==> src/design/lfpd_pkg.sv <==
// Types, register codes, reset values and helpers shared by the line-follower steering block.
package lfpd_pkg;

  localparam int unsigned LevelW   = 12;
  localparam int unsigned DriveW   = 16;
  localparam int unsigned GainW    = 16;
  localparam int unsigned NudgeW   = 15;
  localparam int unsigned ErrW     = 5;
  localparam int unsigned CfgIdxW  = 3;
  localparam int unsigned CfgDataW = 16;
  localparam int unsigned NumLines = 8;
  localparam int unsigned WideW    = 24;

  localparam logic signed [DriveW-1:0] DriveFull   = 16'sd16384;
  localparam logic signed [DriveW-1:0] CruiseReset = -16'sd6554;

  localparam logic [LevelW-1:0] LineThrReset     = 12'd3481;
  localparam logic [LevelW-1:0] ObstacleThrReset = 12'd1024;
  localparam logic [GainW-1:0]  GainPReset       = 16'd4915;
  localparam logic [GainW-1:0]  GainDReset       = 16'd4915;
  localparam logic [NudgeW-1:0] NudgeReset       = 15'd819;

  localparam logic signed [ErrW-1:0] LineWeight [NumLines] = '{
    -5'sd4, -5'sd2, -5'sd1, 5'sd0, 5'sd0, 5'sd1, 5'sd2, 5'sd4
  };

  typedef enum logic [CfgIdxW-1:0] {
    CfgLineThr     = 3'd0,
    CfgObstacleThr = 3'd1,
    CfgGainP       = 3'd2,
    CfgGainD       = 3'd3,
    CfgCruise      = 3'd4,
    CfgNudge       = 3'd5
  } cfg_idx_e;

  typedef struct packed {
    logic [LevelW-1:0] front_level;
    logic [LevelW-1:0] line_0;
    logic [LevelW-1:0] line_1;
    logic [LevelW-1:0] line_2;
    logic [LevelW-1:0] line_3;
    logic [LevelW-1:0] line_4;
    logic [LevelW-1:0] line_5;
    logic [LevelW-1:0] line_6;
    logic [LevelW-1:0] line_7;
    logic [LevelW-1:0] right_level;
    logic [LevelW-1:0] left_level;
  } sample_t;

  typedef struct packed {
    logic signed [DriveW-1:0] left_drive;
    logic signed [DriveW-1:0] right_drive;
  } drive_t;

  typedef struct packed {
    logic [LevelW-1:0]        line_threshold;
    logic [LevelW-1:0]        obstacle_threshold;
    logic [GainW-1:0]         gain_p;
    logic [GainW-1:0]         gain_d;
    logic signed [DriveW-1:0] cruise_speed;
    logic [NudgeW-1:0]        nudge_step;
  } cfg_t;

  typedef struct packed {
    logic signed [DriveW-1:0] left_speed;
    logic signed [DriveW-1:0] right_speed;
    logic signed [ErrW-1:0]   prev_error;
  } steer_state_t;

  // Clamps a wide signed drive value to the range of full reverse to full forward.
  function automatic logic signed [DriveW-1:0] sat_drive(input logic signed [WideW-1:0] v);
    logic signed [WideW-1:0] full_w;
    full_w = WideW'(DriveFull);
    if (v > full_w) begin
      return DriveFull;
    end else if (v < -full_w) begin
      return -DriveFull;
    end else begin
      return v[DriveW-1:0];
    end
  endfunction

endpackage

==> src/design/lfpd_in_if.sv <==
// Sensor sample channel of the line-follower steering block.
interface lfpd_in_if
  import lfpd_pkg::*;
();
  logic    valid;
  logic    ready;
  sample_t data;

  modport source (output valid, output data, input ready);
  modport sink (input valid, input data, output ready);
endinterface

==> src/design/lfpd_out_if.sv <==
// Drive result channel of the line-follower steering block.
interface lfpd_out_if
  import lfpd_pkg::*;
();
  logic   valid;
  logic   ready;
  drive_t data;

  modport source (output valid, output data, input ready);
  modport sink (input valid, input data, output ready);
endinterface

==> src/design/lfpd_update.sv <==
// Combinational steering update: obstacle stop, line-lost nudge, cruise restore and PD correction.
module lfpd_update
  import lfpd_pkg::*;
(
  input  sample_t      sample_i,
  input  cfg_t         cfg_i,
  input  steer_state_t state_i,
  output steer_state_t state_o
);

  logic [LevelW-1:0]        lines [NumLines];
  logic [NumLines-1:0]      seen;
  logic signed [ErrW-1:0]   err_sum;
  logic signed [ErrW-1:0]   err;
  logic signed [ErrW:0]     diff;
  logic signed [ErrW:0]     diff_adj;
  logic signed [ErrW-1:0]   half_diff;
  logic signed [21:0]       prod_p;
  logic signed [21:0]       prod_d;
  logic signed [22:0]       pd;
  logic signed [WideW-1:0]  left_w;
  logic signed [WideW-1:0]  right_w;
  logic signed [WideW-1:0]  nudge_w;
  logic signed [WideW-1:0]  pd_w;
  logic signed [DriveW-1:0] cruise_sat;

  always_comb begin
    lines[0] = sample_i.line_0;
    lines[1] = sample_i.line_1;
    lines[2] = sample_i.line_2;
    lines[3] = sample_i.line_3;
    lines[4] = sample_i.line_4;
    lines[5] = sample_i.line_5;
    lines[6] = sample_i.line_6;
    lines[7] = sample_i.line_7;

    err_sum = '0;
    for (int i = 0; i < NumLines; i++) begin
      seen[i] = lines[i] > cfg_i.line_threshold;
      if (seen[i]) begin
        err_sum = err_sum + LineWeight[i];
      end
    end

    // An error sum of four either way, as from a lone edge reading, is pushed further out to steer harder.
    if (err_sum == 5'sd4) begin
      err = 5'sd8;
    end else if (err_sum == -5'sd4) begin
      err = -5'sd8;
    end else begin
      err = err_sum;
    end

    // Halve the error change, rounding toward zero.
    diff      = {err[ErrW-1], err} - {state_i.prev_error[ErrW-1], state_i.prev_error};
    diff_adj  = diff + {{ErrW{1'b0}}, diff[ErrW]};
    half_diff = ErrW'(diff_adj >>> 1);

    prod_p = err * $signed({1'b0, cfg_i.gain_p});
    prod_d = half_diff * $signed({1'b0, cfg_i.gain_d});
    pd     = {prod_p[21], prod_p} + {prod_d[21], prod_d};

    left_w     = WideW'(state_i.left_speed);
    right_w    = WideW'(state_i.right_speed);
    nudge_w    = $signed({{(WideW-NudgeW){1'b0}}, cfg_i.nudge_step});
    pd_w       = WideW'(pd);
    cruise_sat = sat_drive(WideW'(cfg_i.cruise_speed));

    state_o = state_i;
    if (sample_i.front_level < cfg_i.obstacle_threshold) begin
      state_o.left_speed  = '0;
      state_o.right_speed = '0;
    end else if (seen == '0) begin
      if (sample_i.right_level > sample_i.left_level) begin
        state_o.left_speed  = sat_drive(left_w + nudge_w);
        state_o.right_speed = sat_drive(right_w - nudge_w);
      end else if (sample_i.left_level > sample_i.right_level) begin
        state_o.left_speed  = sat_drive(left_w - nudge_w);
        state_o.right_speed = sat_drive(right_w + nudge_w);
      end
    end else if (err == '0) begin
      state_o.left_speed  = cruise_sat;
      state_o.right_speed = cruise_sat;
    end else begin
      state_o.left_speed  = sat_drive(left_w + pd_w);
      state_o.right_speed = sat_drive(right_w - pd_w);
      state_o.prev_error  = err;
    end
  end

endmodule

==> src/design/line_follow_pd_steering.sv <==
// Top level of the line-follower steering block with PD correction.
//
//   Channel   Direction  Carries
//   sample_i  in         front, eight line and two side sensor levels
//   drive_o   out        new left and right drive, Q1.14
//   cfg_*     in         register writes: thresholds, gains, cruise speed, nudge step
//
// A transaction is held in the input register and then leaves through the result
// register, so one transaction is taken every cycle while the result side does not stall.
// The drive state is updated as a transaction moves into the result register, which
// holds the current drives. When the result side stalls, the input register holds one
// more transaction before the input side sees ready low. Reset clears the valid flags
// and loads the register and drive reset values.
module line_follow_pd_steering
  import lfpd_pkg::*;
(
  input  logic                clk_i,
  input  logic                rst_ni,
  lfpd_in_if.sink             sample_i,
  lfpd_out_if.source          drive_o,
  input  logic                cfg_we_i,
  input  logic [CfgIdxW-1:0]  cfg_idx_i,
  input  logic [CfgDataW-1:0] cfg_wdata_i
);

  cfg_t         cfg_q;
  logic         in_valid_q;
  sample_t      in_data_q;
  logic         out_valid_q;
  steer_state_t state_q;
  steer_state_t state_d;
  logic         accept;
  logic         advance;

  assign advance         = in_valid_q && (!out_valid_q || drive_o.ready);
  assign sample_i.ready  = !in_valid_q || advance;
  assign accept          = sample_i.valid && sample_i.ready;
  assign drive_o.valid   = out_valid_q;
  assign drive_o.data    = '{left_drive: state_q.left_speed, right_drive: state_q.right_speed};

  lfpd_update u_update (
    .sample_i (in_data_q),
    .cfg_i    (cfg_q),
    .state_i  (state_q),
    .state_o  (state_d)
  );

  always_ff @(posedge clk_i or negedge rst_ni) begin
    if (!rst_ni) begin
      cfg_q.line_threshold     <= LineThrReset;
      cfg_q.obstacle_threshold <= ObstacleThrReset;
      cfg_q.gain_p             <= GainPReset;
      cfg_q.gain_d             <= GainDReset;
      cfg_q.cruise_speed       <= CruiseReset;
      cfg_q.nudge_step         <= NudgeReset;
    end else if (cfg_we_i) begin
      unique case (cfg_idx_i)
        CfgLineThr:     cfg_q.line_threshold     <= cfg_wdata_i[LevelW-1:0];
        CfgObstacleThr: cfg_q.obstacle_threshold <= cfg_wdata_i[LevelW-1:0];
        CfgGainP:       cfg_q.gain_p             <= cfg_wdata_i[GainW-1:0];
        CfgGainD:       cfg_q.gain_d             <= cfg_wdata_i[GainW-1:0];
        CfgCruise:      cfg_q.cruise_speed       <= $signed(cfg_wdata_i[DriveW-1:0]);
        CfgNudge:       cfg_q.nudge_step         <= cfg_wdata_i[NudgeW-1:0];
        default: begin
        end
      endcase
    end
  end

  always_ff @(posedge clk_i or negedge rst_ni) begin
    if (!rst_ni) begin
      in_valid_q  <= 1'b0;
      out_valid_q <= 1'b0;
      state_q.left_speed  <= CruiseReset;
      state_q.right_speed <= CruiseReset;
      state_q.prev_error  <= '0;
    end else begin
      in_valid_q  <= accept || (in_valid_q && !advance);
      out_valid_q <= advance || (out_valid_q && !drive_o.ready);
      if (advance) begin
        state_q <= state_d;
      end
    end
  end

  always_ff @(posedge clk_i) begin
    if (accept) begin
      in_data_q <= sample_i.data;
    end
  end

endmodule
==> src/flat_wrapper.sv <==
// flat-port wrapper written by rule: the top's interface ports become plain ports
module line_follow_pd_steering_flat import lfpd_pkg::*;
  (clk_i, rst_ni, cfg_we_i, cfg_idx_i, cfg_wdata_i, sample_i_valid, sample_i_data, sample_i_ready, drive_o_valid, drive_o_data, drive_o_ready);
  lfpd_in_if sample_i_i ();
  lfpd_out_if drive_o_i ();
  input  logic clk_i;
  input  logic rst_ni;
  input  logic cfg_we_i;
  input  logic [CfgIdxW-1:0] cfg_idx_i;
  input  logic [CfgDataW-1:0] cfg_wdata_i;
  input wire logic [$bits(sample_i_i.valid)-1:0] sample_i_valid;
  input wire logic [$bits(sample_i_i.data)-1:0] sample_i_data;
  output wire logic [$bits(sample_i_i.ready)-1:0] sample_i_ready;
  output wire logic [$bits(drive_o_i.valid)-1:0] drive_o_valid;
  output wire logic [$bits(drive_o_i.data)-1:0] drive_o_data;
  input wire logic [$bits(drive_o_i.ready)-1:0] drive_o_ready;
  assign sample_i_i.valid = sample_i_valid;
  assign sample_i_i.data = sample_i_data;
  assign sample_i_ready = sample_i_i.ready;
  assign drive_o_valid = drive_o_i.valid;
  assign drive_o_data = drive_o_i.data;
  assign drive_o_i.ready = drive_o_ready;
  line_follow_pd_steering u_core (.clk_i(clk_i), .rst_ni(rst_ni), .sample_i(sample_i_i), .drive_o(drive_o_i), .cfg_we_i(cfg_we_i), .cfg_idx_i(cfg_idx_i), .cfg_wdata_i(cfg_wdata_i));
endmodule
==> config.mk <==
export PLATFORM = sky130hd
export DESIGN_NAME = line_follow_pd_steering_flat
export DESIGN_NICKNAME = d
export VERILOG_FILES = /design/src/design/lfpd_pkg.sv /design/src/design/lfpd_in_if.sv /design/src/design/lfpd_out_if.sv /design/src/design/lfpd_update.sv /design/src/design/line_follow_pd_steering.sv /design/src/flat_wrapper.sv
export SDC_FILE = /design/constraint.sdc
export NUM_CORES = 1
export LEC_CHECK = 0
export BUFFER_PORTS_ARGS = -buffer_cell sky130_fd_sc_hd__buf_2
export CELL_PAD_IN_SITES_DETAIL_PLACEMENT = 0
export CELL_PAD_IN_SITES_GLOBAL_PLACEMENT = 2
export CORE_UTILIZATION = 41
export CTS_BUF_LIST = sky130_fd_sc_hd__clkbuf_8
export CTS_CLUSTER_DIAMETER = 150
export DETAILED_ROUTE_END_ITERATION = 8
export PLACE_DENSITY = 0.89
export SLEW_MARGIN = 5
export SYNTH_ARGS = -nofsm -noshare
export SYNTH_HDL_FRONTEND = slang
export SYNTH_HIERARCHICAL = 1
export SYNTH_SLANG_ARGS = --single-unit
==> constraint.sdc <==
create_clock -name clk_i -period 17.2 [get_ports clk_i]
set_clock_uncertainty 0.15 [all_clocks]
set_input_delay 0.86 -clock clk_i [delete_from_list [all_inputs] [get_ports clk_i]]
set_output_delay 0.86 -clock clk_i [all_outputs]
set_load 0.05 [all_outputs]
# Word-level counts from Yosys, hierarchy flattened
# Index checks and enable logic that the tools add are counted.
# totals
regBits,258
input_bits,156
out_inout_bits,34
# classes
n_eq_ne,8
n_mul,2
addsub,14
magnitude_cmp,25
reduce_logical,23
muxes,27
n_bitwise,3
# ops
cell,n
$mux 16,14
$mux 32,5
$gt 12x12->1,10
$gt 17x16->1 const B,4
$lt 17x15->1 const B,4
$gt 24x16->1 const B,2
$lt 24x15->1 const B,2
$mul 5x17->22,2
$mux 5,8
$add 16x16->17,2
$sub 16x16->17,2
$add 16x23->24,1
$sub 16x23->24,1
$add 22x22->23,1
$gt 16x16->1 const B,1
$lt 16x15->1 const B,1
$reduce_and 2->1,7
$lt 12x12->1,1
$add 5x2->5 const B,2
$logic_not 8->1,1
$add 6x1->6,1
$eq 3x2->1 const B,2
$eq 3x3->1 const B,2
$sub 5x5->6,1
other kinds (14),25

# Longest topological paths before layout
# depth
ltp_word,26
ltp_mapped,64
ltp_nobuf,61

# Modules after synthesis
# The synthesis kept the hierarchy.
# by_module_without_submodules
module,cells_per_inst,seq_area_each_um2,n_inst,area_each_um2
lfpd_update,2221,0.0,1,16437.0
line_follow_pd_steering,438,7185.6,1,9118.7

# Worst setup path after synthesis
# No wires, ideal clock.
# synth_path
path_type,register -> register
start,reg u_core/cfg_q[85] (netlist name)
end,"reg u_core.state_q, in the netlist u_core/drive_o.data[25]"
path_slack_ns,3.014
arrival_ns,13.976
t_required_ns,16.990
path_stages_with_launch,62
period_less_slack_ns,14.186
path_cell_list,dfstp_2 -> inv_1 -> ha_1 -> nand3_1 -> or3_1 -> a21o_1 -> a31oi_1 -> o21a_1 -> buf_2 -> mux2_2 -> ha_1 -> inv_1 -> a311oi_1 -> or2_2 -> ha_1 -> nand2_1 -> xnor2_1 -> or4_1 -> (+26 left out) -> a2111oi_0 -> or2_2 -> o21a_1 -> a21oi_1 -> ha_1 -> a21o_1 -> and2_1 -> or3_1 -> a21o_1 -> a21o_1 -> xor2_1 -> or4_1 -> nor4b_2 -> a31o_2 -> buf_6 -> a21oi_1 -> a2111oi_2 -> mux2_2
# synth_rtl
item,line_no,rtl
"start, declared",line_follow_pd_steering.sv:26,cfg_t cfg_q;
"end signal, assigned",line_follow_pd_steering.sv:81,state_q <= state_d;
"end, declared",line_follow_pd_steering.sv:30,steer_state_t state_q;

==> flow_summary.ini <==
[logic_synthesis]
proportion_of_register_bits_with_asynchronous_set_or_reset_after_synthesis_pct = 48.8
yosys.cell_count.top_type = sky130_fd_sc_hd__ha_1
number_of_enable_flip_flop_cells_after_synthesis = 132
netlist_instances = 2659
synth_area_per_cell_sq_um = 9.61
synth_cell_types = 100
synth_top_flop_cell = sky130_fd_sc_hd__edfxtp_1
proportion_of_synthesized_chip_area_in_sequential_cells_pct = 28.1
synthDominantCellAreaShare_pct = 15.5
synth_top_cells_by_area = sky130_fd_sc_hd__edfxtp_1 (16%), sky130_fd_sc_hd__ha_1 (14%), sky130_fd_sc_hd__fa_1 (10%)
synthesis.nets = 3240
syn-cell-area_sq_um = 25600
synth.largest_area_cell = sky130_fd_sc_hd__edfxtp_1
synth.ff_latch_count = 258
synth_warnings = 6
synth.top_cells.by_count = sky130_fd_sc_hd__ha_1 (296), sky130_fd_sc_hd__inv_1 (249), sky130_fd_sc_hd__nand2_1 (225), sky130_fd_sc_hd__a21oi_1 (148), sky130_fd_sc_hd__nor2_1 (140)

[routing]
drtPass1Iterations = 5
drc_errors_left = 0
routed-via-count = 20800
routed_length_per_placed_instance_um = 21.8
detail-route-antenna-nets = 0
detail_route.iter0.violations = 1504
routed_via_density = 5.65
route.final.wire_length_um = 80000

[worst_setup_path]
slowest_cp_cell = sky130_fd_sc_hd__or4_1
timing.critical_path.arrival_ns = 15.92
critPathCaptureType = flop
type_of_origin_of_the_critical_path = flop
crit_type = reg -> reg
timing.critical_path.fanout_max = 18
critical_path_launch_point = u_core/cfg_q[85]
path_common_cell = sky130_fd_sc_hd__ha_1
worstPathRequired_ns = 17.63
r2r_startpoint = u_core/cfg_q[85]
cpPeakStageDelay_ns = 0.68

[die]
placement_rows = 91
floorplan_core_area_sq_um = 61600
floorplan.initialDensity_pct = 41.5
die_w_um = 252
die_y_extent_um = 252
die_area_sq_um = 63300
ioPinCount = 190

[layout]
multi_input_area_sq_um = 16800
post_layout_nonfiller_instances = 3674
diodes = 0
layout-area-overhead-vs-synth_pct = 9.63
drive_gt1_share_pct = 18.2
final.fill_count = 5969
layout.nets = 3382
sequential_cell_area_sq_um = 7190

[clock_network]
cts_tree = yes
maximum_level_of_the_cts_h_tree = 2
worstSkewPairLatency_ns = 0.64
cts-buffers-inserted = 44
postcts_resize_cnt = 0
number_of_hold_buffers_added_after_cts = 0
clk_pin_slew_ns = 0.07
post_cts.repair.setup_buffers = 0
ctsLongestPathBuffers = 3
clock_sinks = 258
clock-root-buffer = sky130_fd_sc_hd__clkbuf_8

[sta]
post-route-min-period_ns = 15.49
setup_slack_ns = 1.71
final_max_slew_viol_count = 0
final.hold.worst_slack_ns = 0.107
tns_ns = 0
grt_setup_unrepaired = false
maxSlewHeadroom_pct = 21.7
max_freq_ghz = 0.0645
timing.final.hold_violations = 0
tightestPinTransition_ns = 1.17
layout_worst_path_cycle_share_pct = 90.1
finalSetupViolCount = 0

[placement]
gpl.final_weighted_congestion = 0.942
place.port_buffers = 189
numPlacedInstances = 3592
detailedPlace.worstSlack_ns = 1.84
half_perimeter_wire_length_of_the_detailed_placement_result_um = 64400

[global_route]
overflow = 0
grt_max_degree = 87
grt_antenna_before_repair = 0
grt_use_total_pct = 25.0
via_count_of_the_first_global_routing_pass = 21000
grt_pass1_wl_um = 123000

[run_status]
run_status = complete, no violations

[run]
maxCapViolations = 0

[hold_path]
min-delay-path-class = in -> async
==> logic make-up after synthesis <==
family	after synthesis	share of synthesized area, %
simple gates	799	16.1
fa+ha+maj	425	24.6
flops	258	28.1
xor+xnor	100	3.48
compound gates	577	15.4
mux	139	6.21
buf+inv	361	6.09
==> worst max-delay path: cells and delay by family (launching register included) <==
family | cells | cell delay (ns)
AND/OR/NAND/NOR | 17 | 3.90
adder cells (fa/ha/maj) | 12 | 4.67
buffers and inverters | 6 | 0.79
multiplexers | 2 | 0.59
flip-flops | 1 | 0.52
XOR/XNOR | 3 | 0.48
AO/OA/AOI/OAI | 17 | 4.30
==> area by class of cell <==
cell class,instances,area share (%)
multi-input cells,2040,60.1
flip-flops and latches,258,25.6
repair buffers,207,3.88
well taps,837,3.74
inverters,250,3.35
clock buffers,45,2.21
clock inverters,37,1.10
==> sequential cells by signal (all words and copies together) (netlist names) <==
register,flops
u_core/in_data_q,132
u_core/cfg_q,87
u_core/drive_o.data,32
u_core/state_q,5
u_core/drive_o.valid,1
u_core/in_valid_q,1
==> placed cells by master, fill, tap and decap left out, drive strengths merged, types with 33 or more instances in the layout <==
cell type / synthesis / layout
ha: 296 / 296
inv: 249 / 261
nand2: 226 / 226
buf: 60 / 207
a21oi: 149 / 149
nor2: 140 / 140
edfxtp: 132 / 132
fa: 129 / 129
mux2: 127 / 127
o21ai: 95 / 95
dfrtp: 71 / 71
nor3: 67 / 67
xnor2: 66 / 66
nand3: 60 / 60
nor2b: 57 / 57
dfstp: 55 / 55
and2: 48 / 48
clkbuf: 51 / 45
a21o: 44 / 44
a211oi: 39 / 39
nand2b: 37 / 37
xor2: 33 / 33
==> through the flow <==
stage                     utilization (%)  area (sq um)
after CTS                            45.5         28000
after global routing                 45.5         28000
after detailed placement             44.0         27100
after floorplan                         -         25600
final                                45.5         28000
after global placement               44.0         27100
==> layer usage <==
layer	track usage [%]	part of all wire [%]	up-vias
li1	-	-	9809
met1	33.4	45	10200
met2	41.3	46	687
met3	4.55	6.3	124
met4	7.42	2.9	0
met5	0	0	-
==> worst paths after layout <==
path | endpoint | slack, ns | cells past startpoint
setup / recovery | u_core/drive_o.data[18] | 1.71 | 57
hold / removal | u_core/drive_o.data[12] | 0.11 | 1
max in group asynchronous | u_core/cfg_q[45] | 15.55 | 2
hold reg to reg | u_core/cfg_q[71] | 0.35 | 1
setup reg to reg | u_core/drive_o.data[18] | 1.71 | 57
min in group clk_i | u_core/in_data_q[62] | 0.25 | 1
Power is not shown: default switching activity piles up to over one toggle a cycle in this logic, so the estimate is an artifact.
